### src/htn_pkg.sv
// Shared types and constants for the height-map to normal-map block.
// No dependencies; every other file imports this package.
package htn_pkg;

  localparam int MAX_WIDTH    = 2048;
  localparam int MAX_HEIGHT   = 4096;
  localparam int COL_W        = $clog2(MAX_WIDTH);
  localparam int ROW_W        = $clog2(MAX_HEIGHT);
  localparam int WIDTH_REG_W  = 12;
  localparam int HEIGHT_REG_W = 13;
  localparam int CFG_IDX_W    = 2;
  localparam int CFG_DATA_W   = HEIGHT_REG_W;

  // 255^2: scale of the z term and of the right-hand side of the compare
  localparam int ENC_SCALE    = 65025;

  // one setup stage plus two stages per code bit
  localparam int LANE_STAGES  = 17;
  // front, difference, square, sum, then the encoder lanes
  localparam int PIPE_STAGES  = 4 + LANE_STAGES;

  typedef enum logic [CFG_IDX_W-1:0] {
    REG_IMAGE_WIDTH  = 2'd0,
    REG_IMAGE_HEIGHT = 2'd1
  } cfg_reg_e;

  typedef struct packed {
    logic [7:0] in_alpha;
    logic [7:0] in_blue;
    logic [7:0] in_green;
    logic [7:0] in_red;
  } in_pix_t;

  typedef struct packed {
    logic [7:0] out_red;
    logic [7:0] out_green;
    logic [7:0] out_blue;
    logic [7:0] out_alpha;
    logic       run_last;
    logic       frame_end;
  } out_pix_t;

  // per-item side information that travels along the pipeline
  typedef struct packed {
    logic [31:0] pix;
    logic [31:0] above;
    logic        has_a;
    logic        has_b;
    logic        last_col;
    logic        last_row;
  } info_t;

  // what the result serializer receives at the end of the pipeline
  typedef struct packed {
    info_t      info;
    logic [7:0] nx;
    logic [7:0] ny;
    logic [7:0] nz;
  } out_item_t;

endpackage

### src/htn_out.sv
// Result serializer: zero, one or two results per item, registered output.
// Depends on htn_pkg.
module htn_out
  import htn_pkg::*;
(
  input  logic      clk_i,
  input  logic      rst_ni,
  input  logic      item_valid_i,
  input  out_item_t item_i,
  output logic      take_o,
  output logic      out_valid_o,
  input  logic      out_ready_i,
  output out_pix_t  out_data_o
);

  out_item_t item_q;
  logic      busy_q;
  logic      phase_q;
  logic      final_res;
  logic      xfer;
  logic      fe;
  logic [31:0] val;

  assign final_res = phase_q || !item_q.info.has_b;
  assign xfer      = busy_q && out_ready_i;
  assign take_o    = !busy_q || (xfer && final_res);
  assign fe        = item_q.info.last_col && item_q.info.last_row;

  always_ff @(posedge clk_i or negedge rst_ni) begin
    if (!rst_ni) begin
      busy_q  <= 1'b0;
      phase_q <= 1'b0;
    end else if (take_o) begin
      busy_q  <= item_valid_i && (item_i.info.has_a || item_i.info.has_b);
      phase_q <= !item_i.info.has_a;
    end else if (xfer) begin
      phase_q <= 1'b1;
    end
  end

  always_ff @(posedge clk_i) begin
    if (take_o) item_q <= item_i;
  end

  always_comb begin
    if (phase_q) val = item_q.info.pix;
    else if (item_q.info.last_col) val = item_q.info.above;
    else val = {8'hFF, item_q.nz, item_q.ny, item_q.nx};
    out_data_o.out_red   = val[7:0];
    out_data_o.out_green = val[15:8];
    out_data_o.out_blue  = val[23:16];
    out_data_o.out_alpha = val[31:24];
    out_data_o.run_last  = final_res;
    out_data_o.frame_end = final_res && fe;
  end

  assign out_valid_o = busy_q;

endmodule
### config.mk
export PLATFORM = sky130hd
export DESIGN_NAME = htn_out
export DESIGN_NICKNAME = d
export VERILOG_FILES = /design/src/htn_pkg.sv /design/src/htn_out.sv
export SDC_FILE = /design/constraint.sdc
export NUM_CORES = 1
export LEC_CHECK = 0
export ABC_AREA = 0
export BUFFER_PORTS_ARGS = -buffer_cell sky130_fd_sc_hd__buf_4
export CORE_UTILIZATION = 52
export CTS_CLUSTER_DIAMETER = 30
export CTS_CLUSTER_SIZE = 25
export DETAILED_ROUTE_END_ITERATION = 8
export PLACE_DENSITY = 0.93
export SYNTH_ARGS = -nofsm -noshare
export SYNTH_HDL_FRONTEND = slang
export SYNTH_SLANG_ARGS = --single-unit
### constraint.sdc
create_clock -name clk_i -period 20.2 [get_ports clk_i]
set_input_delay 4.04 -clock clk_i [delete_from_list [all_inputs] [get_ports clk_i]]
set_output_delay 4.04 -clock clk_i [all_outputs]
set_load 0.05 [all_outputs]
After elaboration in Yosys (flattened, before gate mapping):

Cells that the tools add are included.

* register bits after elaboration: 93
* bits in latches: 0
* RAM bits: 0
* ROM bits: 0
* input bits: 96
* output and inout port bits: 36
* logic and storage cells: 26
* memories: 0

* $add $sub $neg: 0
* multipliers: 0
* divide/modulo/power cells: 0
* order comparisons: 0
* equality and inequality tests: 0
* shifts and indexed selects: 0
* muxes and demuxes: 4
* bitwise logic cells: 0
* reduce and logical (&&, ||, !) cells: 12

Operators by type and width (count)
* $mux W32: 2
* $logic_and A1 B1 Y1: 5
* $logic_not A1 Y1: 3
* $logic_or A1 B1 Y1: 3
* $mux W1: 2
* $reduce_bool A2 Y1: 1

Depth between registers and ports, before layout:

* depth in word-level cells: 5
* depth in mapped cells: 4
* gate-level depth less buffers: 3

Worst setup path before layout:

Ideal clock, no wire load.

* path type: input to output
* start: in out_ready_i
* end: out take_o
* arrival time: 11.530 ns
* data required time: 16.160 ns
* slack: 4.630 ns
* cell stages on the path: 2
* buffers on the path: 0
* cell sequence: inv_1 -> o21ai_0

* cells in the longest elaborated chain, start to end: 3

RTL lines
* from (decl): RTL line htn_out.sv:12 `input logic out_ready_i,`
* $logic_and A1 B1 Y1: RTL line htn_out.sv:25 `assign xfer = busy_q && out_ready_i;`
* $logic_and A1 B1 Y1: RTL line htn_out.sv:26 `assign take_o = !busy_q || (xfer && final_res);`
* $logic_or A1 B1 Y1: RTL line htn_out.sv:26
* to (decl): RTL line htn_out.sv:10 `output logic take_o,`

No other way between the ends.

Final worst setup path:

Ends and elaborated chain as after synthesis.

==> results_dict.tcl <==
set metrics [dict create \
    status "complete, but fails checks" \
    violations "DRC" \
    cp_common_cell "buf_4" \
    ctsRootBufferMaster "clkbuf_8" \
    period_needed_ns 8.63 \
    grt_usage_pct 20.3 \
    ir_drop_v 0.0000734 \
    finalCritPeriodShare_pct 42.7 \
    synth_seq_cells 93 \
    synth_area_per_cell_um2 16.6 \
    slowest_stage "buf_4" \
    fp-row-count 29 \
    swShare_pct 33.0 \
    ys_types 19 \
    worstSetupPathType "input port to output pin" \
    clkPwrFrac_pct 23.1 \
    setup_viol 0 \
    die_w_um 84.0 \
    netlist_area_mm2 0.00349 \
    clock_latency_ns 0.35 \
    reg2reg_depth 4 \
    synth-compound-area-share_pct 5.30 \
    grt_setup_unrepaired "false" \
    seq_area_frac_synth_pct 79.6 \
    powerDensity_mw_per_mm2 104 \
    grt_max_degree 61 \
    timing.rr.end "item_q[7]" \
    yosysTopAreaCell "edfxtp_1" \
    cts_tree "yes" \
    gp_congestion 0.707 \
    critical_path.max_stage_delay_ns 0.23 \
    crit_path_end_kind "output pin" \
    min_to "phase_q" \
    path_buf_inv 3 \
    syn_inst 210 \
    h-tree-depth 3 \
    syn_to_final_growth_pct 34.3 \
    power_leakage_nw 1.99 \
    startpoint_type "input port" \
    vias 2165 \
    first_global_vias 2260 \
    stdcell_count 427 \
    slew_viol_final 0 \
    io_buffer_count 131 \
    synth_area_leaders "edfxtp_1 (78%), mux2i_1 (6.9%), nand2_1 (2.7%), o21ai_1 (2.6%), dfrtp_1 (1.4%)" \
    worstMarginPinSlew_ns 0.976 \
    clk_pin_slew_ns 0.09 \
    finalWirelength_mm 6.89 \
    min_from "out_valid_o" \
    cp_cell_sequence "buf_4 -> inv_1 -> o21ai_4 -> buf_4" \
    ctsHoldBuffers 0 \
    synthXorXnorAreaFrac_pct 0 \
    first_iter_violations 112 \
    hpwl_mm 4.90 \
    critPathTopFamily "buffers and inverters" \
    synth_common_cells "edfxtp_1 (91), nand2_1 (25), mux2i_1 (24), o21ai_1 (18), inv_1 (10)" \
    yosys.area.top_type_share_pct 78.2 \
    synth_top_flop_cell "edfxtp_1" \
    setup_tns_ns 0 \
    holdPathStages 1 \
    internal-power_w 0.000326 \
    slew-limit-headroom_pct 35.0 \
    routedWlPerCell_um 16.1 \
    layout-drive-gt1-share_pct 43.4 \
    synthMuxAreaShare_pct 6.87 \
    cts_buffer_depth 2 \
    cts_inserted_buffers 9 \
    drt-vias-per-instance 5.07 \
    final_util_pct 73.1 \
    synthAdderAreaFrac_pct 0 \
    synth_top_family_by_area "multiplexers" \
    post-place-cells 411 \
    nets 441 \
    detail-route-antenna-nets 0 \
    synth_most_common_cell "edfxtp_1" \
    post_cts_buffers 0 \
    ios 132 \
    p_seq_share_pct 51.4 \
    p_comb_share_pct 25.4 \
    drt-pass1-iter-count 6 \
    synth_edf_count 91 \
    ctsResizeCount 0 \
    start_util_pct 54.4 \
    die_area_mm2 0.00705 \
    p_switching_w 0.000160 \
    max_freq_mhz 116 \
    grt_pass1_wl_mm 10.6 \
    synthSimpleGateAreaFrac_pct 4.37 \
    die_y_um 84.0 \
    gr-total-overflow 0 \
    hold_violations 0 \
    num-fill-cells 404 \
    crit_required_ns 16.16 \
    cp_max_fo 3 \
    p_total_w 0.000486 \
    antenna_cells 0 \
    r2r_start "phase_q" \
    r2r_slack_ns 17.29 \
    ys_warn_count 0 \
    antenna_found_initial 0 \
    async_flop_share_pct 2.15 \
    syn_nets 306 \
    worst_ep_arrival_time_ns 4.59 \
    min_path_type "register to register" \
    drc_errors 12 \
    clock-skew-final_ns 0.0128 \
    core_mm2 0.00642 \
    cts.sinks 93 \
    cap_violations 0 \
]
[final cells by class]
class	count	area (um^2)	share of cell area, %
flip-flops and latches	93	2780	59.3
multi-input cells	97	589	12.6
clock buffers	9	124	2.64
inverters	10	37.5	0.800
repair buffers	134	1010	21.4
clock inverters	7	57.6	1.23
well taps	77	96.3	2.05
[cell families (layout without fill, tap and decap cells)]
group                  after synthesis  after routing
AND/OR/NAND/NOR                     37             37
buffers and inverters               20            160
multiplexers                        24             24
flip-flops                          93             93
AO/OA/AOI/OAI                       36             36
[flip-flops by register name (all words and copies together) (netlist names)]
signal / count
item_q: 91
out_valid_o: 1
phase_q: 1
[cells in the final DEF (no fill, tap or decap)]
| master | n |
|---|---|
| buf_4 | 134 |
| and3_1 | 2 |
| nor3b_1 | 1 |
| mux2i_1 | 24 |
| dfrtp_1 | 1 |
| clkinv_2 | 1 |
| a21oi_1 | 9 |
| nand2_1 | 25 |
| nand2b_1 | 1 |
| clkinv_4 | 2 |
| a311o_1 | 1 |
| inv_6 | 1 |
| clkbuf_8 | 9 |
| clkinvlp_4 | 2 |
| o21ai_1 | 18 |
| nor2b_1 | 1 |
| o21ai_0 | 7 |
| o21ai_4 | 1 |
| inv_8 | 1 |
| dfrtp_2 | 1 |
| inv_1 | 10 |
| nor2_1 | 7 |
| edfxtp_1 | 91 |
[power by group through the flow]
stage	sequential [W]	clock (W)	combinational, W
finish	0.000250	0.000112	0.000124
global route	0.000252	0.000122	0.000130
CTS	0.000250	0.000114	0.000124
detailed placement	0.000255	0	0.000124
global placement	0.000253	0	0.000121
floorplan	0.000255	0	0.0000859
[worst max path at each step]
stage / from / end / slack, ns / depth (start not counted)
after floorplan: out_ready_i / take_o / 4.63 / 2
after global placement: out_ready_i / take_o / 11.58 / 4
after detailed placement: out_ready_i / take_o / 11.57 / 4
after CTS: out_ready_i / take_o / 11.57 / 4
after global routing: out_ready_i / take_o / 11.53 / 4
final: out_ready_i / take_o / 11.57 / 4
[routing by layer]
metal  wire length [um]  vias up  global-route usage, %
li1                   -     1043                      -
met1               2530     1004                   21.7
met2               3520      105                   35.8
met3                694       13                   8.41
met4                136        0                   7.84
met5                  0        -                      0
[per-stage QoR]
stage | area (um^2) | worst slack (ns) | hold WS (ns)
final | 4690 | 11.57 | 0.682
after global routing | 4690 | 11.53 | 0.722
after CTS | 4690 | 11.57 | 0.682
after detailed placement | 4510 | 11.57 | 0.652
after global placement | 4510 | 11.58 | 0.647
after floorplan | 3490 | 4.63 | 0.664
(Power assumes the default switching activity.)
