**config.mk**
```make
export PLATFORM = sky130hd
export DESIGN_NAME = htn_enc_lane
export DESIGN_NICKNAME = d
export VERILOG_FILES = /design/src/htn_pkg.sv /design/src/htn_enc_lane.sv
export SDC_FILE = /design/constraint.sdc
export NUM_CORES = 2
export LEC_CHECK = 0
export BUFFER_PORTS_ARGS = -buffer_cell sky130_fd_sc_hd__buf_2
export CORE_MARGIN = 2
export CORE_UTILIZATION = 55
export DETAILED_ROUTE_END_ITERATION = 10
export GPL_TIMING_DRIVEN = 0
export PLACE_DENSITY = 0.71
export RECOVER_POWER = 50
export SLEW_MARGIN = 20
export SYNTH_ARGS = -nofsm -noshare
export SYNTH_HDL_FRONTEND = slang
export SYNTH_SLANG_ARGS = --single-unit
```
**constraint.sdc**
```tcl
create_clock -name clk_i -period 21.6 [get_ports clk_i]
set_input_delay 2.16 -clock clk_i [delete_from_list [all_inputs] [get_ports clk_i]]
set_output_delay 2.16 -clock clk_i [all_outputs]
set_load 0.01 [all_outputs]
```
**src/htn_pkg.sv**
```systemverilog
// Shared types and constants for the height-map to normal-map block.
// No dependencies; every other file imports this package.
package htn_pkg;

  localparam int MAX_WIDTH    = 2048;
  localparam int MAX_HEIGHT   = 4096;
  localparam int COL_W        = $clog2(MAX_WIDTH);
  localparam int ROW_W        = $clog2(MAX_HEIGHT);
  localparam int WIDTH_REG_W  = 12;
  localparam int HEIGHT_REG_W = 13;
  localparam int CFG_IDX_W    = 2;
  localparam int CFG_DATA_W   = HEIGHT_REG_W;

  // 255^2: scale of the z term and of the right-hand side of the compare
  localparam int ENC_SCALE    = 65025;

  // one setup stage plus two stages per code bit
  localparam int LANE_STAGES  = 17;
  // front, difference, square, sum, then the encoder lanes
  localparam int PIPE_STAGES  = 4 + LANE_STAGES;

  typedef enum logic [CFG_IDX_W-1:0] {
    REG_IMAGE_WIDTH  = 2'd0,
    REG_IMAGE_HEIGHT = 2'd1
  } cfg_reg_e;

  typedef struct packed {
    logic [7:0] in_alpha;
    logic [7:0] in_blue;
    logic [7:0] in_green;
    logic [7:0] in_red;
  } in_pix_t;

  typedef struct packed {
    logic [7:0] out_red;
    logic [7:0] out_green;
    logic [7:0] out_blue;
    logic [7:0] out_alpha;
    logic       run_last;
    logic       frame_end;
  } out_pix_t;

  // per-item side information that travels along the pipeline
  typedef struct packed {
    logic [31:0] pix;
    logic [31:0] above;
    logic        has_a;
    logic        has_b;
    logic        last_col;
    logic        last_row;
  } info_t;

  // what the result serializer receives at the end of the pipeline
  typedef struct packed {
    info_t      info;
    logic [7:0] nx;
    logic [7:0] ny;
    logic [7:0] nz;
  } out_item_t;

endpackage

```
**src/htn_enc_lane.sv**
```systemverilog
// One channel encoder: bit-by-bit search of floor(127.5*(1 + d/sqrt(s))).
// Depends on htn_pkg.
module htn_enc_lane
  import htn_pkg::*;
(
  input  logic                   clk_i,
  input  logic [LANE_STAGES-1:0] en_i,
  input  logic                   neg_i,
  input  logic [15:0]            dsq_i,
  input  logic [17:0]            s_i,
  output logic [7:0]             code_o
);

  logic [7:0]  k_q    [LANE_STAGES];
  logic        neg_q  [LANE_STAGES];
  logic [17:0] s_q    [LANE_STAGES];
  logic [31:0] ksq_q  [LANE_STAGES];
  logic [15:0] tsq_q  [LANE_STAGES];
  logic        tpos_q [LANE_STAGES];

  always_ff @(posedge clk_i) begin
    if (en_i[0]) begin
      k_q[0]    <= '0;
      neg_q[0]  <= neg_i;
      s_q[0]    <= s_i;
      ksq_q[0]  <= 32'(ENC_SCALE) * 32'(dsq_i);
      tsq_q[0]  <= '0;
      tpos_q[0] <= 1'b0;
    end
  end

  for (genvar j = 1; j < LANE_STAGES; j++) begin : g_step
    localparam int B = 7 - (j - 1) / 2;
    logic [7:0]  cand;
    logic [8:0]  t2;
    logic [7:0]  tabs;
    logic [33:0] lhs;
    logic        fit;

    always_comb begin
      cand = k_q[j-1] | (8'd1 << B);
      t2   = {cand, 1'b0};
      tabs = cand[7] ? 8'(t2 - 9'd255) : 8'(9'd255 - t2);
      lhs  = 34'(tsq_q[j-1]) * 34'(s_q[j-1]);
      // t = 2*cand - 255; test t*sqrt(s) <= 255*d
      if (!tpos_q[j-1] && !neg_q[j-1]) fit = 1'b1;
      else if (tpos_q[j-1] && neg_q[j-1]) fit = 1'b0;
      else if (tpos_q[j-1]) fit = lhs <= 34'(ksq_q[j-1]);
      else fit = lhs >= 34'(ksq_q[j-1]);
    end

    always_ff @(posedge clk_i) begin
      if (en_i[j]) begin
        neg_q[j] <= neg_q[j-1];
        s_q[j]   <= s_q[j-1];
        ksq_q[j] <= ksq_q[j-1];
        if ((j % 2) == 1) begin
          // square |t| for this candidate
          k_q[j]    <= k_q[j-1];
          tsq_q[j]  <= 16'(tabs) * 16'(tabs);
          tpos_q[j] <= cand[7];
        end else begin
          // multiply by s, compare, keep the bit
          k_q[j]    <= fit ? cand : k_q[j-1];
          tsq_q[j]  <= tsq_q[j-1];
          tpos_q[j] <= tpos_q[j-1];
        end
      end
    end
  end

  assign code_o = k_q[LANE_STAGES-1];

endmodule

```
# [Word-level counts from Yosys, hierarchy flattened]
# Memories as Yosys holds them, arrays and structs flattened.
# Index checks and enable logic that the tools add are counted.
[word_totals] register_bits=0 ram_bits=1292 out_inout_bits=8 wordCells=159 memories=6
[op_classes] add_sub_neg=15 multipliers=17 order_cmp=16 mux=73 reduce_logical=32
[memory_table] memory="ksq_q" words=17 word_bits=32 read_ports=16 rd_clocked_by_memory_dff=0 write_ports=17 line="htn_enc_lane.sv:17" rtl="logic [31:0] ksq_q [LANE_STAGES];"
[memory_table] memory="s_q" words=17 word_bits=18 read_ports=16 rd_clocked_by_memory_dff=0 write_ports=17 line="htn_enc_lane.sv:16" rtl="logic [17:0] s_q [LANE_STAGES];"
[memory_table] memory="tsq_q" words=17 word_bits=16 read_ports=8 rd_clocked_by_memory_dff=0 write_ports=17 line="htn_enc_lane.sv:18" rtl="logic [15:0] tsq_q [LANE_STAGES];"
[memory_table] memory="k_q" words=17 word_bits=8 read_ports=17 rd_clocked_by_memory_dff=0 write_ports=17 line="htn_enc_lane.sv:14" rtl="logic [7:0] k_q [LANE_STAGES];"
[memory_table] memory="neg_q" words=17 word_bits=1 read_ports=16 rd_clocked_by_memory_dff=0 write_ports=17 line="htn_enc_lane.sv:15" rtl="logic neg_q [LANE_STAGES];"
[memory_table] memory="tpos_q" words=17 word_bits=1 read_ports=8 rd_clocked_by_memory_dff=0 write_ports=17 line="htn_enc_lane.sv:19" rtl="logic tpos_q [LANE_STAGES];"
[ops] cell="34-bit by 32-bit greater-or-equal comparator with 1-bit output" n=8
[ops] cell="34-bit by 32-bit <= comparator with 1-bit output" n=8
[ops] cell="16-bit by 18-bit multiplier with 34-bit output" n=8
[ops] cell="8-bit by 8-bit multiplier with 16-bit output" n=8
[ops] cell="8-bit 2-to-1 mux" n=8
[ops] cell="8-bit subtractor (second input constant)" n=8
[ops] cell="1-bit 2-to-1 mux" n=59
[ops] cell="8-bit subtractor (first input constant)" n=7
[ops] cell="16-bit by 16-bit multiplier with 32-bit output (first input constant)" n=1
[ops] cell="1-bit logical AND" n=16
[ops] cell="1-bit logical NOT" n=16
[ops] cell="7-bit 2-to-1 mux" n=1
[ops] cell="6-bit 2-to-1 mux" n=1
[ops] cell="5-bit 2-to-1 mux" n=1
[ops] cell="4-bit 2-to-1 mux" n=1
[ops] cell="3-bit 2-to-1 mux" n=1
[ops] cell="2-bit 2-to-1 mux" n=1

# [Logic depth before layout (Yosys ltp)]
# An unclocked memory read counts as a cell.
[depth] depth_word=7 depth_mapped=37 mapped_depth_nobuf=35

# [Least setup slack after synthesis]
# Ideal clock, no wire load.
[synth_path] path_type="reg-to-reg" start="memory tsq_q[15][7]" end="memory k_q[16][0] (netlist: k_q[0][128]) (data pin)" setup_time_ns=0.148 arrival_ns=8.131 t_required_ns=21.452 slack_ns=13.321 stages_incl_launch_ff=35 path_buffers=3 synth_period_minus_slack_ns=8.279 path_cell_list="edfxtp_1 clkbuf_1 clkbuf_1 nand2_1 fa_1 inv_1 fa_1 inv_1 fa_1 inv_1 fa_1 fa_1 inv_1 fa_1 inv_1 ha_1 buf_2 a2111oi_4 o21ai_1 o21ai_0 o311ai_1 a21o_1 o41a_1 and3_1 or4_4 a31o_1 a21oi_2 xnor2_1 ha_1 nand2_1 nor2_1 nand3_1 or4_1 a31oi_1 a2bb2oi_1"
[synth_rtl] item="start: declaration" line="htn_enc_lane.sv:18"
[synth_rtl] item="end: declaration" line="htn_enc_lane.sv:14"

==> results.tsv <==
metric	value	unit
Arrival @ worst endpoint	10.42	ns
IO buf count	60	
TritonCTS buffer count	98	
die area	174000	um2
# setup viols final	0	
Final #Nets	11273	
CTS max path bufs	3	
Hold-fix buffers, CTS	0	
RSZ-0062 raised after global routing	no	
Setup Crit Path Kind	flop to flop	
clock root cell	clkbuf_16	
Max-Slew Margin vs Limit	-116	%
GR Util All Layers	25.5	%
TritonCTS clock tree	yes	
worst hold margin	0.371	ns
crit path capture type	flop	
clk_lat worst skew	0.74	ns
Crit Reg-Reg Startpoint	tsq_q[15][8]	
capturing point of the worst reg2reg path	k_q[0][128]	
largest stage delay on the critical path	0.59	ns
Final Critical Period	9.95	ns
hpwl dp	173000	um
die height	417	um
Fin Setup TNS	0	ns
first-pass GRT wire length	346000	um
status	finished, violations left	
Top Ports	61	
Iteration-0 DRC Markers	3878	
clk sinks	948	
share of layout cells above drive strength 1	2.54	%
Max Clk Rate	0.101	GHz
Seq/Total Area, Yosys	30.3	%
postcts setup bufs	0	
ys flop type	edfxtp_1	
P&R area growth vs syn	7.10	%
Commonest cells post-synth	inv_1 (1,819), ha_1 (1,315), fa_1 (1,213)	
htree depth	3	
maximum capacitance violations	4	
Synth cell types	73	
Ys Warns	0	
worst min path class	flop to flop	
via count	59340	
Post-synth EDFFs	947	
slowest cell on the critical path	or4_1	
CP required	22.07	ns
Hold Crit Start	s_q[0][261]	
Initial Util	55.4	%
final-report hold violation count	0	
CP most frequent cell	fa_1	
grt ovf	0	
CTS resizes	0	
clk_skew	0.0616	ns
Die W	417	um
antenna violations before repair	5	
Reg clk slew, reported paths	0.08	ns
Syn Inst Count	8484	
worst-path fanout max	10	
area leader, netlist	edfxtp_1	
hold endpoint	s_q[0][279]	
post-route ant nets	0	
reg-to-reg slack, setup	11.65	ns
largest net degree at the start of global routing	64	
Final Slew Violations	195	
Post-Syn Area	93800	um2
R2R cell count	34	
CP Launch Type	flop	
count leader, synth	inv_1	
fin crit share	46.1	%
drt pass-1 iters	8	
Final GP Congestion	0.926	
synthesized area per cell	11.1	um2
Wirelength per Cell	19.4	um
final wirelength	213000	um
asr flop ratio synth	0	%
largest cells by area after synthesis	edfxtp_1 (30%), fa_1 (26%), ha_1 (18%)	
Seq cells post-synth	948	
routed vias/inst	5.40	
num rows	151	
hold-critical path depth	0	
Synth top area share	30.3	%
core area	169000	um2
DRC Markers	0	
Least-Margin Pin Slew	3.23	ns
vias in the first global route	63474	
failing checks	max-capacitance violations, max-slew violations	
==> state kept, by name, indices dropped and copies added, names as in the netlist <==
signal,count
tpos_q,5
ksq_q,512
neg_q,16
tsq_q,67
k_q,60
s_q,288
==> cell usage in the layout, fill, tap and decap left out, types with 11 or more instances in the layout <==
cell type  synthesis  final
xnor2_1          189    189
fa_1            1213   1213
and2_1           585    585
and3_1            16     16
ha_1            1315   1315
a21oi_1          256    256
nor4_1            11     11
bufinv_16          0     11
o21a_1            43     43
o21ai_0          151    151
o21bai_1          43     43
o31ai_1           12     12
clkbuf_16          0     98
edfxtp_1         947    947
a21boi_0          11     11
xor2_1            75     75
nor2_1           203    203
or2_2             11     11
o211ai_1          16     16
conb_1             2     46
nand2_1          786    786
a21o_1           180    180
clkbuf_1         194    226
nor3_1            21     21
buf_2              1     35
a31oi_1           12     12
clkinv_2           0     11
nand3_1           36     36
nand4_1           70     70
or3_1             14     14
clkinv_1           0     19
inv_1           1819   1819
nand2b_1          53     53
a211oi_1          29     29
buf_4              0     11
nor2b_1           50     50
==> worst max path at each step <==
stage / from / endpoint / depth (start not counted) / slack, ns
2_1_floorplan: tsq_q[15][7] / k_q[0][128] / 34 / 13.32
3_3_place_gp: tsq_q[15][7] / k_q[0][128] / 34 / 11.90
3_5_place_dp: tsq_q[15][8] / k_q[0][128] / 34 / 11.68
4_1_cts: tsq_q[15][8] / k_q[0][128] / 34 / 11.64
5_1_grt: tsq_q[15][8] / k_q[0][128] / 35 / 11.08
6_report: tsq_q[15][8] / k_q[0][128] / 34 / 11.65
==> kinds of logic (layout without fill, tap and decap cells) <==
group / Yosys count / in the layout / synth area share, %
buf+inv: 2014 / 2258 / 8.06
other cells: 2 / 50 / 0.00800
simple gates: 1877 / 1877 / 9.84
fa+ha+maj: 2528 / 2528 / 43.4
mux: 16 / 16 / 0.179
compound gates: 835 / 835 / 5.72
flops: 948 / 948 / 30.3
xor+xnor: 264 / 264 / 2.46
==> worst max-delay path, delay by kind of cell (launching register included) <==
| kind | cells | cell delay (ns) |
|---|---|---|
| buf+inv | 8 | 1.57 |
| flops | 1 | 0.32 |
| fa+ha+maj | 8 | 3.62 |
| xor+xnor | 1 | 0.09 |
| simple gates | 7 | 1.79 |
| compound gates | 10 | 2.30 |
==> cell type report <==
cell class	instances	area [um2]
multi-input cells	5566	58000
flip-flops and latches	948	28500
inverters	1819	6830
clock inverters	67	838
plain buffers	195	733
repair buffers	64	364
well taps	2218	2780
diodes	4	10.0
clock buffers	113	2510
fillers	13749	69000
==> per-stage QoR <==
step / instances / utilization [%] / setup WS, ns / area, um2
final: 10994 / 59.3 / 11.65 / 101000
after global routing: 10990 / 59.3 / 11.08 / 100000
after CTS: 10990 / 59.3 / 11.64 / 101000
after detailed placement: 10810 / 57.4 / 11.68 / 97200
after global placement: 10806 / 57.3 / 11.90 / 97100
after floorplan: 8528 / - / 13.32 / 94000
==> metal layers <==
metal / vias up / share of wire (%) / global-route usage (%)
li1: 27584 / - / -
met1: 29703 / 41 / 33.0
met2: 1623 / 50 / 44.2
met3: 430 / 5.2 / 2.95
met4: 0 / 3.9 / 9.25
met5: - / 0 / 0
Power is left out: the tool's default activity adds up to more than one toggle a clock period on the data nets, which glitch-free logic cannot reach.
